File: src/design/stt_pkg.sv
package stt_pkg;

  localparam int unsigned MaxSourceBytes = 65536;
  // offsets and lengths stop here
  localparam logic [15:0] ValueCap =
      16'((MaxSourceBytes - 1 > 65535) ? 65535 : MaxSourceBytes - 1);

  localparam int unsigned FifoDepth = 4;
  localparam int unsigned FifoAw    = $clog2(FifoDepth);

  localparam logic [4:0] KindIdent   = 5'd0;
  localparam logic [4:0] KindInteger = 5'd3;
  localparam logic [4:0] KindFloat   = 5'd4;
  localparam logic [4:0] KindPunct   = 5'd5;
  localparam logic [4:0] KindMinus   = 5'd6;
  localparam logic [4:0] KindArrow   = 5'd17;
  localparam logic [4:0] KindInvalid = 5'd18;
  localparam logic [4:0] KindEnd     = 5'd19;

  typedef struct packed {
    logic [4:0]  kind;
    logic [15:0] start;
    logic [15:0] length;
    logic        last;
  } tok_t;

  // up to two tokens from one accepted item
  typedef struct packed {
    logic [1:0] count;
    tok_t       tok0;
    tok_t       tok1;
  } scan_out_t;

endpackage

File: src/design/stt_scan.sv
module stt_scan import stt_pkg::*; (
  input  logic       clk_i,
  input  logic       rst_ni,
  input  logic       accept_i,
  input  logic [7:0] byte_i,
  output scan_out_t  scan_o
);

  typedef enum logic [2:0] {
    ModeIdle,
    ModeWord,
    ModeDigits,
    ModeFraction,
    ModeDash
  } mode_e;

  mode_e       mode_q, mode_d;
  logic [15:0] pos_q, pos_d;
  logic [15:0] start_q, start_d;
  logic [15:0] len_q, len_d;
  logic [3:0]  cands_q, cands_d;

  function automatic logic [15:0] sat_inc(input logic [15:0] v);
    return (v >= ValueCap) ? ValueCap : v + 16'd1;
  endfunction

  function automatic logic [2:0] kw_len(input logic [1:0] k);
    logic [2:0] r;
    case (k)
      2'd0:    r = 3'd3;
      2'd1:    r = 3'd2;
      2'd2:    r = 3'd3;
      default: r = 3'd5;
    endcase
    return r;
  endfunction

  function automatic logic [7:0] kw_char(input logic [1:0] k, input logic [2:0] idx);
    logic [7:0] r;
    r = 8'h00;
    case (k)
      2'd0: begin
        case (idx)
          3'd0:    r = "l";
          3'd1:    r = "e";
          3'd2:    r = "t";
          default: r = 8'h00;
        endcase
      end
      2'd1: begin
        case (idx)
          3'd0:    r = "f";
          3'd1:    r = "n";
          default: r = 8'h00;
        endcase
      end
      2'd2: begin
        case (idx)
          3'd0:    r = "i";
          3'd1:    r = "n";
          3'd2:    r = "t";
          default: r = 8'h00;
        endcase
      end
      default: begin
        case (idx)
          3'd0:    r = "f";
          3'd1:    r = "l";
          3'd2:    r = "o";
          3'd3:    r = "a";
          3'd4:    r = "t";
          default: r = 8'h00;
        endcase
      end
    endcase
    return r;
  endfunction

  // drop keywords that cannot match once c is appended at position len
  function automatic logic [3:0] kw_narrow(input logic [3:0] cands, input logic [15:0] len,
                                           input logic [7:0] c);
    logic [3:0] r;
    for (int k = 0; k < 4; k++) begin
      r[k] = cands[k] && (len < 16'(kw_len(2'(k)))) && (kw_char(2'(k), len[2:0]) == c);
    end
    return r;
  endfunction

  function automatic logic [4:0] word_kind(input logic [3:0] cands, input logic [15:0] len);
    logic [4:0] r;
    r = KindIdent;
    for (int k = 3; k >= 0; k--) begin
      if (cands[k] && len == 16'(kw_len(2'(k)))) begin
        r = 5'(k + 1);
      end
    end
    return r;
  endfunction

  always_comb begin
    logic       handled, is_letter, is_digit, is_blank, pre_emit, post_emit;
    logic [4:0] punct_kind;
    logic       punct_hit;
    tok_t       pre_tok, post_tok;

    mode_d    = mode_q;
    pos_d     = pos_q;
    start_d   = start_q;
    len_d     = len_q;
    cands_d   = cands_q;
    handled   = 1'b0;
    pre_emit  = 1'b0;
    post_emit = 1'b0;
    pre_tok   = '0;
    post_tok  = '0;
    scan_o    = '0;

    is_letter = byte_i inside {["a":"z"], ["A":"Z"]};
    is_digit  = byte_i inside {["0":"9"]};
    is_blank  = byte_i inside {8'h20, [8'd9:8'd13]};

    punct_hit  = 1'b1;
    punct_kind = KindPunct;
    case (byte_i)
      "+":     punct_kind = KindPunct;
      "-":     punct_kind = KindMinus;
      "*":     punct_kind = KindPunct + 5'd2;
      "/":     punct_kind = KindPunct + 5'd3;
      ";":     punct_kind = KindPunct + 5'd4;
      ":":     punct_kind = KindPunct + 5'd5;
      "=":     punct_kind = KindPunct + 5'd6;
      "(":     punct_kind = KindPunct + 5'd7;
      ")":     punct_kind = KindPunct + 5'd8;
      "{":     punct_kind = KindPunct + 5'd9;
      "}":     punct_kind = KindPunct + 5'd10;
      ",":     punct_kind = KindPunct + 5'd11;
      default: punct_hit = 1'b0;
    endcase

    // finish or extend the token in progress
    case (mode_q)
      ModeWord: begin
        if (is_letter || is_digit || byte_i == "_") begin
          cands_d = kw_narrow(cands_q, len_q, byte_i);
          len_d   = sat_inc(len_q);
          handled = 1'b1;
        end else begin
          pre_emit = 1'b1;
          pre_tok  = '{kind: word_kind(cands_q, len_q), start: start_q, length: len_q,
                       last: 1'b0};
        end
      end
      ModeDigits: begin
        if (is_digit) begin
          len_d   = sat_inc(len_q);
          handled = 1'b1;
        end else if (byte_i == ".") begin
          len_d   = sat_inc(len_q);
          mode_d  = ModeFraction;
          handled = 1'b1;
        end else begin
          pre_emit = 1'b1;
          pre_tok  = '{kind: KindInteger, start: start_q, length: len_q, last: 1'b0};
        end
      end
      ModeFraction: begin
        if (is_digit) begin
          len_d   = sat_inc(len_q);
          handled = 1'b1;
        end else begin
          pre_emit = 1'b1;
          pre_tok  = '{kind: KindFloat, start: start_q, length: len_q, last: 1'b0};
        end
      end
      ModeDash: begin
        pre_emit = 1'b1;
        if (byte_i == ">") begin
          pre_tok = '{kind: KindArrow, start: start_q, length: 16'd2, last: 1'b0};
          mode_d  = ModeIdle;
          handled = 1'b1;
        end else begin
          pre_tok = '{kind: KindMinus, start: start_q, length: 16'd1, last: 1'b0};
        end
      end
      default: ;
    endcase

    // byte seen as if between tokens
    if (!handled) begin
      mode_d = ModeIdle;
      if (byte_i == 8'h00) begin
        post_emit = 1'b1;
        post_tok  = '{kind: KindEnd, start: pos_q, length: 16'd0, last: 1'b0};
      end else if (is_blank) begin
        post_emit = 1'b0;
      end else if (is_letter) begin
        mode_d  = ModeWord;
        start_d = pos_q;
        len_d   = 16'd1;
        cands_d = kw_narrow(4'hF, 16'd0, byte_i);
      end else if (is_digit) begin
        mode_d  = ModeDigits;
        start_d = pos_q;
        len_d   = 16'd1;
      end else if (byte_i == "-") begin
        mode_d  = ModeDash;
        start_d = pos_q;
        len_d   = 16'd1;
      end else if (punct_hit) begin
        post_emit = 1'b1;
        post_tok  = '{kind: punct_kind, start: pos_q, length: 16'd1, last: 1'b0};
      end else begin
        post_emit = 1'b1;
        post_tok  = '{kind: KindInvalid, start: pos_q, length: 16'd0, last: 1'b0};
      end
    end

    // end of source puts the scanner back to its reset state
    if (!handled && byte_i == 8'h00) begin
      mode_d  = ModeIdle;
      pos_d   = 16'd0;
      start_d = 16'd0;
      len_d   = 16'd0;
      cands_d = 4'hF;
    end else begin
      pos_d = sat_inc(pos_q);
    end

    if (pre_emit && post_emit) begin
      post_tok.last = 1'b1;
      scan_o.tok0   = pre_tok;
      scan_o.tok1   = post_tok;
      scan_o.count  = 2'd2;
    end else if (pre_emit) begin
      pre_tok.last = 1'b1;
      scan_o.tok0  = pre_tok;
      scan_o.count = 2'd1;
    end else if (post_emit) begin
      post_tok.last = 1'b1;
      scan_o.tok0   = post_tok;
      scan_o.count  = 2'd1;
    end
    if (!accept_i) begin
      scan_o.count = 2'd0;
    end
  end

  always_ff @(posedge clk_i or negedge rst_ni) begin
    if (!rst_ni) begin
      mode_q  <= ModeIdle;
      pos_q   <= 16'd0;
      start_q <= 16'd0;
      len_q   <= 16'd0;
      cands_q <= 4'hF;
    end else if (accept_i) begin
      mode_q  <= mode_d;
      pos_q   <= pos_d;
      start_q <= start_d;
      len_q   <= len_d;
      cands_q <= cands_d;
    end
  end

endmodule

File: src/design/stt_fifo.sv
module stt_fifo import stt_pkg::*; (
  input  logic      clk_i,
  input  logic      rst_ni,
  input  scan_out_t push_i,
  input  logic      pop_i,
  output logic      not_empty_o,
  output logic      almost_full_o,
  output tok_t      head_o
);

  tok_t              mem_q [FifoDepth];
  logic [FifoAw-1:0] wr_q, rd_q;
  logic [FifoAw:0]   count_q;
  logic [FifoAw-1:0] wr_next;

  assign wr_next       = wr_q + FifoAw'(1);
  assign not_empty_o   = (count_q != '0);
  // room for two tokens is kept so any item can be taken
  assign almost_full_o = (count_q > (FifoAw + 1)'(FifoDepth - 2));
  assign head_o        = mem_q[rd_q];

  always_ff @(posedge clk_i) begin
    if (push_i.count != 2'd0) begin
      mem_q[wr_q] <= push_i.tok0;
    end
    if (push_i.count == 2'd2) begin
      mem_q[wr_next] <= push_i.tok1;
    end
  end

  always_ff @(posedge clk_i or negedge rst_ni) begin
    if (!rst_ni) begin
      wr_q    <= '0;
      rd_q    <= '0;
      count_q <= '0;
    end else begin
      wr_q    <= wr_q + FifoAw'(push_i.count);
      if (pop_i) begin
        rd_q <= rd_q + FifoAw'(1);
      end
      count_q <= count_q + (FifoAw + 1)'(push_i.count) - (FifoAw + 1)'(pop_i);
    end
  end

endmodule

File: src/design/source_text_tokenizer.sv
// tokens: the scanner decides combinationally and each token is registered into the queue
// throughput: one byte per cycle while not stalled; a byte that yields two tokens fills two slots, popped one at a time
// a four-entry token queue sets the figure: bytes stall while fewer than two slots are free
// reset: asynchronous, active low; scanner idle at offset 0 and the queue empty
module source_text_tokenizer import stt_pkg::*; (
  input  logic        clk_i,
  input  logic        rst_ni,
  input  logic        in_valid_i,
  output logic        in_stall_o,
  input  logic [7:0]  source_byte_i,
  output logic        out_valid_o,
  input  logic        out_stall_i,
  output logic [4:0]  token_kind_o,
  output logic [15:0] token_start_o,
  output logic [15:0] token_length_o,
  output logic        last_of_run_o
);

  logic      in_accept;
  logic      out_accept;
  logic      almost_full;
  scan_out_t scan;
  tok_t      head;

  // a byte goes in whenever the queue can absorb the worst case of two tokens
  assign in_stall_o = almost_full;
  assign in_accept  = in_valid_i && !almost_full;
  assign out_accept = out_valid_o && !out_stall_i;

  // per-byte scanner: state registers and the token decision
  stt_scan u_scan (
    .clk_i    (clk_i),
    .rst_ni   (rst_ni),
    .accept_i (in_accept),
    .byte_i   (source_byte_i),
    .scan_o   (scan)
  );

  // result queue decouples token bursts from the consumer
  stt_fifo u_fifo (
    .clk_i         (clk_i),
    .rst_ni        (rst_ni),
    .push_i        (scan),
    .pop_i         (out_accept),
    .not_empty_o   (out_valid_o),
    .almost_full_o (almost_full),
    .head_o        (head)
  );

  assign token_kind_o   = head.kind;
  assign token_start_o  = head.start;
  assign token_length_o = head.length;
  assign last_of_run_o  = head.last;

endmodule
File: config.mk
export PLATFORM = sky130hd
export DESIGN_NAME = source_text_tokenizer
export DESIGN_NICKNAME = d
export VERILOG_FILES = /design/src/design/stt_pkg.sv /design/src/design/stt_scan.sv /design/src/design/stt_fifo.sv /design/src/design/source_text_tokenizer.sv
export SDC_FILE = /design/constraint.sdc
export NUM_CORES = 1
export LEC_CHECK = 0
export BUFFER_PORTS_ARGS = -buffer_cell sky130_fd_sc_hd__buf_2
export CAP_MARGIN = 20
export CORE_MARGIN = 1
export CORE_UTILIZATION = 35
export DETAILED_ROUTE_END_ITERATION = 16
export PLACE_DENSITY_LB_ADDON = 0.3
export RECOVER_POWER = 25
export SETUP_SLACK_MARGIN = 0.4
export SLEW_MARGIN = 15
export SYNTH_ARGS = -nofsm -noshare
export SYNTH_HDL_FRONTEND = slang
export SYNTH_SLANG_ARGS = --single-unit
File: constraint.sdc
create_clock -name clk_i -period 6.55 [get_ports clk_i]
set_input_delay 1.31 -clock clk_i [delete_from_list [all_inputs] [get_ports clk_i]]
set_output_delay 1.31 -clock clk_i [all_outputs]
set_load 0.05 [all_outputs]
==> summary.txt <==
Outcome
  • Status: finished with violations
  • Violations in the final reports: capacitance limit, slew limit

STA
  • Headroom to the max-slew limit: -137.5%
  • Share of the clock period used by the worst path after layout: between 80 and 90%
  • Final hold vios: 0
  • Final critical-path required period: roughly 5600 ps
  • Maximum clock rate: 0.1777 GHz
  • Final setup violation count: 0
  • Setup skew after layout: ~9.4 ps
  • Transition time of the tightest slew-check pin: about 3600 ps
  • RSZ-0062 raised after global routing: false
  • Final Slew Violations: a little over 100
  • Total negative slack for setup checks: 0 ps

Synth
  • Synthesis-stage register bit count: 214
  • Mapped Cells: about 1100
  • Synth Cell Area: about 11000 um^2
  • Number of enable flip-flop cells after synthesis: a little over 90
  • Syn Area/Cell: 10.19 um^2
  • Share of the yosys chip area belonging to registers: between 40% and 50%
  • Number of distinct library cell variants in the gate-level netlist after synthesis: 77
  • Warnings, synthesis: 0
  • Most frequently used flop master after synthesis: sky130_fd_sc_hd__edfxtp_1
  • Asr flop ratio synth: 28.97%
  • Mapped Nets: 1134

Placed design
  • Post-placement cell area: 11830 um^2
  • Routability cong.: around 0.91
  • Half-perimeter wire length of the detailed placement result: ~21000 um
  • I/O Buffers: slightly above 50
  • Dpl cells: about 1500

Setup path
  • Slowest cell on the critical path: sky130_fd_sc_hd__o311ai_0
  • Buffering stage count on the worst path with inverters included: 4
  • Family with the most delay on the worst path: compound AO/OA/AOI/OAI gates
  • Stage delay of the slowest cell on the critical path: between 700 and 800 ps
  • Type of the setup path with the least slack: in -> reg
  • Depth of the most critical reg-to-reg path: 11
  • Setup crit end kind: flip-flop
  • CP cell instances: buf_2 -> or3_1 -> o311ai_0 -> o211ai_1 -> a21oi_2 -> nor2_1 -> inv_1 -> ha_1 -> o21ai_1 -> nand2b_1 -> buf_4 -> nand2_1 -> buf_4
  • Crit path required time: between 6000 and 7000 ps
  • Stages on the worst setup path: 13
  • Arr. time, crit path: a little under 6000 ps
  • Crit Path Max Fanout: 31
  • Category of the worst setup path launch point: input port
  • Most numerous cell on the critical path: sky130_fd_sc_hd__buf_4

Min path
  • Min-Delay Path Depth: 2
  • Worst min-delay path class: reg -> reg

Floorplan
  • Die span in x: 181.8 um
  • Die area: between 30000 and 40000 um^2
  • Number of rows created at floorplan: 65
  • Number of ports placed on the die boundary: between 50 and 60
  • Chip Height: ~180 um
  • Starting density of the core: between 30% and 40%
  • Core area: around 32000 um^2

Routing
  • Post-detailed-route count of antenna-violating nets: 0
  • Aggregate routed wire length: 30990 um
  • Via density per instance: between 6 and 7
  • Routed wirelength normalized by instance count: 20.40 um
  • Number of search-and-repair iterations in the first detailed-routing pass: 5
  • Vias: approximately 9200
  • First-iteration detailed-routing DRC count: slightly below 900
  • Count of unresolved DRC violations after routing: 0

Clocking
  • Clk slew on worst S/H paths: 60 ps
  • Root cell of the clock tree: sky130_fd_sc_hd__clkbuf_16
  • Quantity of hold-fixing buffers added after cts: 0
  • Inserted Clock Buffers: 23
  • Clock sink total: approximately 210
  • Clock Latency Late Sink: 510 ps
  • Clock tree buffer depth: 3
  • # H-tree levels: 1
  • Post_cts resized: 0
  • Buffers inserted by post-CTS timing repair: 0
  • Clock tree from TritonCTS: done

Flow run
  • Max Cap Violations: 2

Global routing
  • Wire length of the first global-routing pass: between 40000 and 50000 um
  • Maximum number of pins on one net before global-route repair: 66
  • Vias in the first global route: between 8000 and 9000
  • Number of antenna violations at the first check in global routing: 0
  • Total routing usage reported by global routing: between 10% and 20%
  • Global route total overflow: 0

Final layout
  • Diodes inserted: 0
  • Final design instance area without fill: 12570 um^2
  • Fraction of final layout cells sized beyond drive strength 1: between 10% and 20%
  • P&R area growth vs syn: 11.10%
  • Sequential cell area: about 5500 um^2
  • Fill cells: a little over 3000
  • Filler-free cell count of the finished design: 1519
  • Number of nets in the final layout: about 1100
  • Multi-input logic area: roughly 5300 um^2

Power and ir drop
  • Peak supply drop: around 160 uV
  • Reported leakage power: between 4 and 5 nW
  • Final Total Pwr: a little over 5 mW
  • Total power density per cell area: a little over 400 nW/um^2
==> cells in the mapped netlist (12+ instances only) <==
cell / number / area (um^2)
sky130_fd_sc_hd__a21oi_1: 43 / 215.2
sky130_fd_sc_hd__a31oi_1: 17 / 106.4
sky130_fd_sc_hd__a32o_1: 64 / 640.6
sky130_fd_sc_hd__clkbuf_1: 85 / 319.1
sky130_fd_sc_hd__dfrtp_1: 58 / 1451
sky130_fd_sc_hd__dfxtp_1: 60 / 1201
sky130_fd_sc_hd__edfxtp_1: 92 / 2763
sky130_fd_sc_hd__inv_1: 24 / 90.09
sky130_fd_sc_hd__mux4_2: 38 / 855.8
sky130_fd_sc_hd__nand2_1: 113 / 424.2
sky130_fd_sc_hd__nand3_1: 88 / 440.4
sky130_fd_sc_hd__nor2_1: 54 / 202.7
sky130_fd_sc_hd__nor3_1: 26 / 130.1
sky130_fd_sc_hd__nor4_1: 12 / 75.07
sky130_fd_sc_hd__o21ai_0: 106 / 530.5
sky130_fd_sc_hd__or3_1: 12 / 75.07
==> tightest hold or removal path: cells and delay by family, from the launching register on <==
family          cells  cell delay [ps]
flops               1              320
simple gates        1               60
compound gates      1               60
==> registers in the layout (all words and copies together) (netlist names) <==
register        cells
u_scan.mode_q       3
u_scan.start_q     16
u_fifo.count_q      3
u_fifo.wr_q         2
u_scan.len_q       16
u_fifo.mem_q      152
u_fifo.rd_q         2
u_scan.cands_q      4
u_scan.pos_q       16
==> path summary, 6_finish.rpt <==
path / startpoint / to / slack, ps
max in group asynchronous: rst_ni / u_fifo.rd_q[0]$_DFFE_PN0P_ / 2190
max: source_byte_i[1] / u_fifo.mem_q[0][31]$_DFFE_PP_ / 920
min: u_fifo.mem_q[2][15]$_SDFFE_PP0N_ / u_fifo.mem_q[2][15]$_SDFFE_PP0N_ / 470
max reg2reg: u_scan.mode_q[0]$_DFFE_PN0P_ / u_fifo.mem_q[0][31]$_DFFE_PP_ / 2440
min in group asynchronous: rst_ni / u_scan.len_q[12]$_DFFE_PN0P_ / 2110
min reg2reg: u_fifo.mem_q[2][15]$_SDFFE_PP0N_ / u_fifo.mem_q[2][15]$_SDFFE_PP0N_ / 470
==> metrics by stage <==
step	setup WS, ps	hold WS (ps)	utilization, %
2_1_floorplan	1011	438.3	-
3_3_place_gp	852.2	447.8	37.25
3_5_place_dp	733.9	456.5	37.29
4_1_cts	1250	470.2	39.73
5_1_grt	614.9	497.7	39.63
6_report	921.9	468.4	39.63
==> kinds of logic after synthesis <==
family / Yosys count / share of synthesized area [%]
simple gates: 367 / 15.76
flops: 214 / 48.79
xor+xnor: 13 / 1.006
buf+inv: 132 / 4.788
fa+ha+maj: 12 / 1.393
compound gates: 334 / 20.70
mux: 38 / 7.564
==> routing by layer <==
| metal | global-route usage [%] | wire [um] |
|---|---|---|
| met3 | 2.607 | 2071 |
| met5 | 0 | 0 |
| met2 | 29.77 | 14080 |
| met4 | 3.898 | 459 |
| met1 | 27.16 | 14380 |
==> cell usage in the layout (no fill, tap or decap), drive strengths merged, types with 44 or more instances in the layout <==
cell type	instances
a21oi	44
a32o	64
buf	69
dfrtp	58
dfxtp	60
edfxtp	92
nand2	113
nand3	89
nor2	54
o21ai	121
==> area by class of cell <==
cell class	instances	area share, %
Clock buffer	32	5.415
Clock inverter	8	0.7365
Inverter	24	0.7166
Multi-Input combinational cell	764	41.85
Sequential cell	214	43.93
Tap cell	402	4.001
Timing Repair Buffer	75	3.344
==> power breakdown <==
part           switching [mW]  total, mW  internal (mW)
Combinational            1.26       1.83          0.574
Sequential              0.283       1.89           1.60
Clock                   0.529       1.33          0.802
Power figures use the tool's default switching activity.
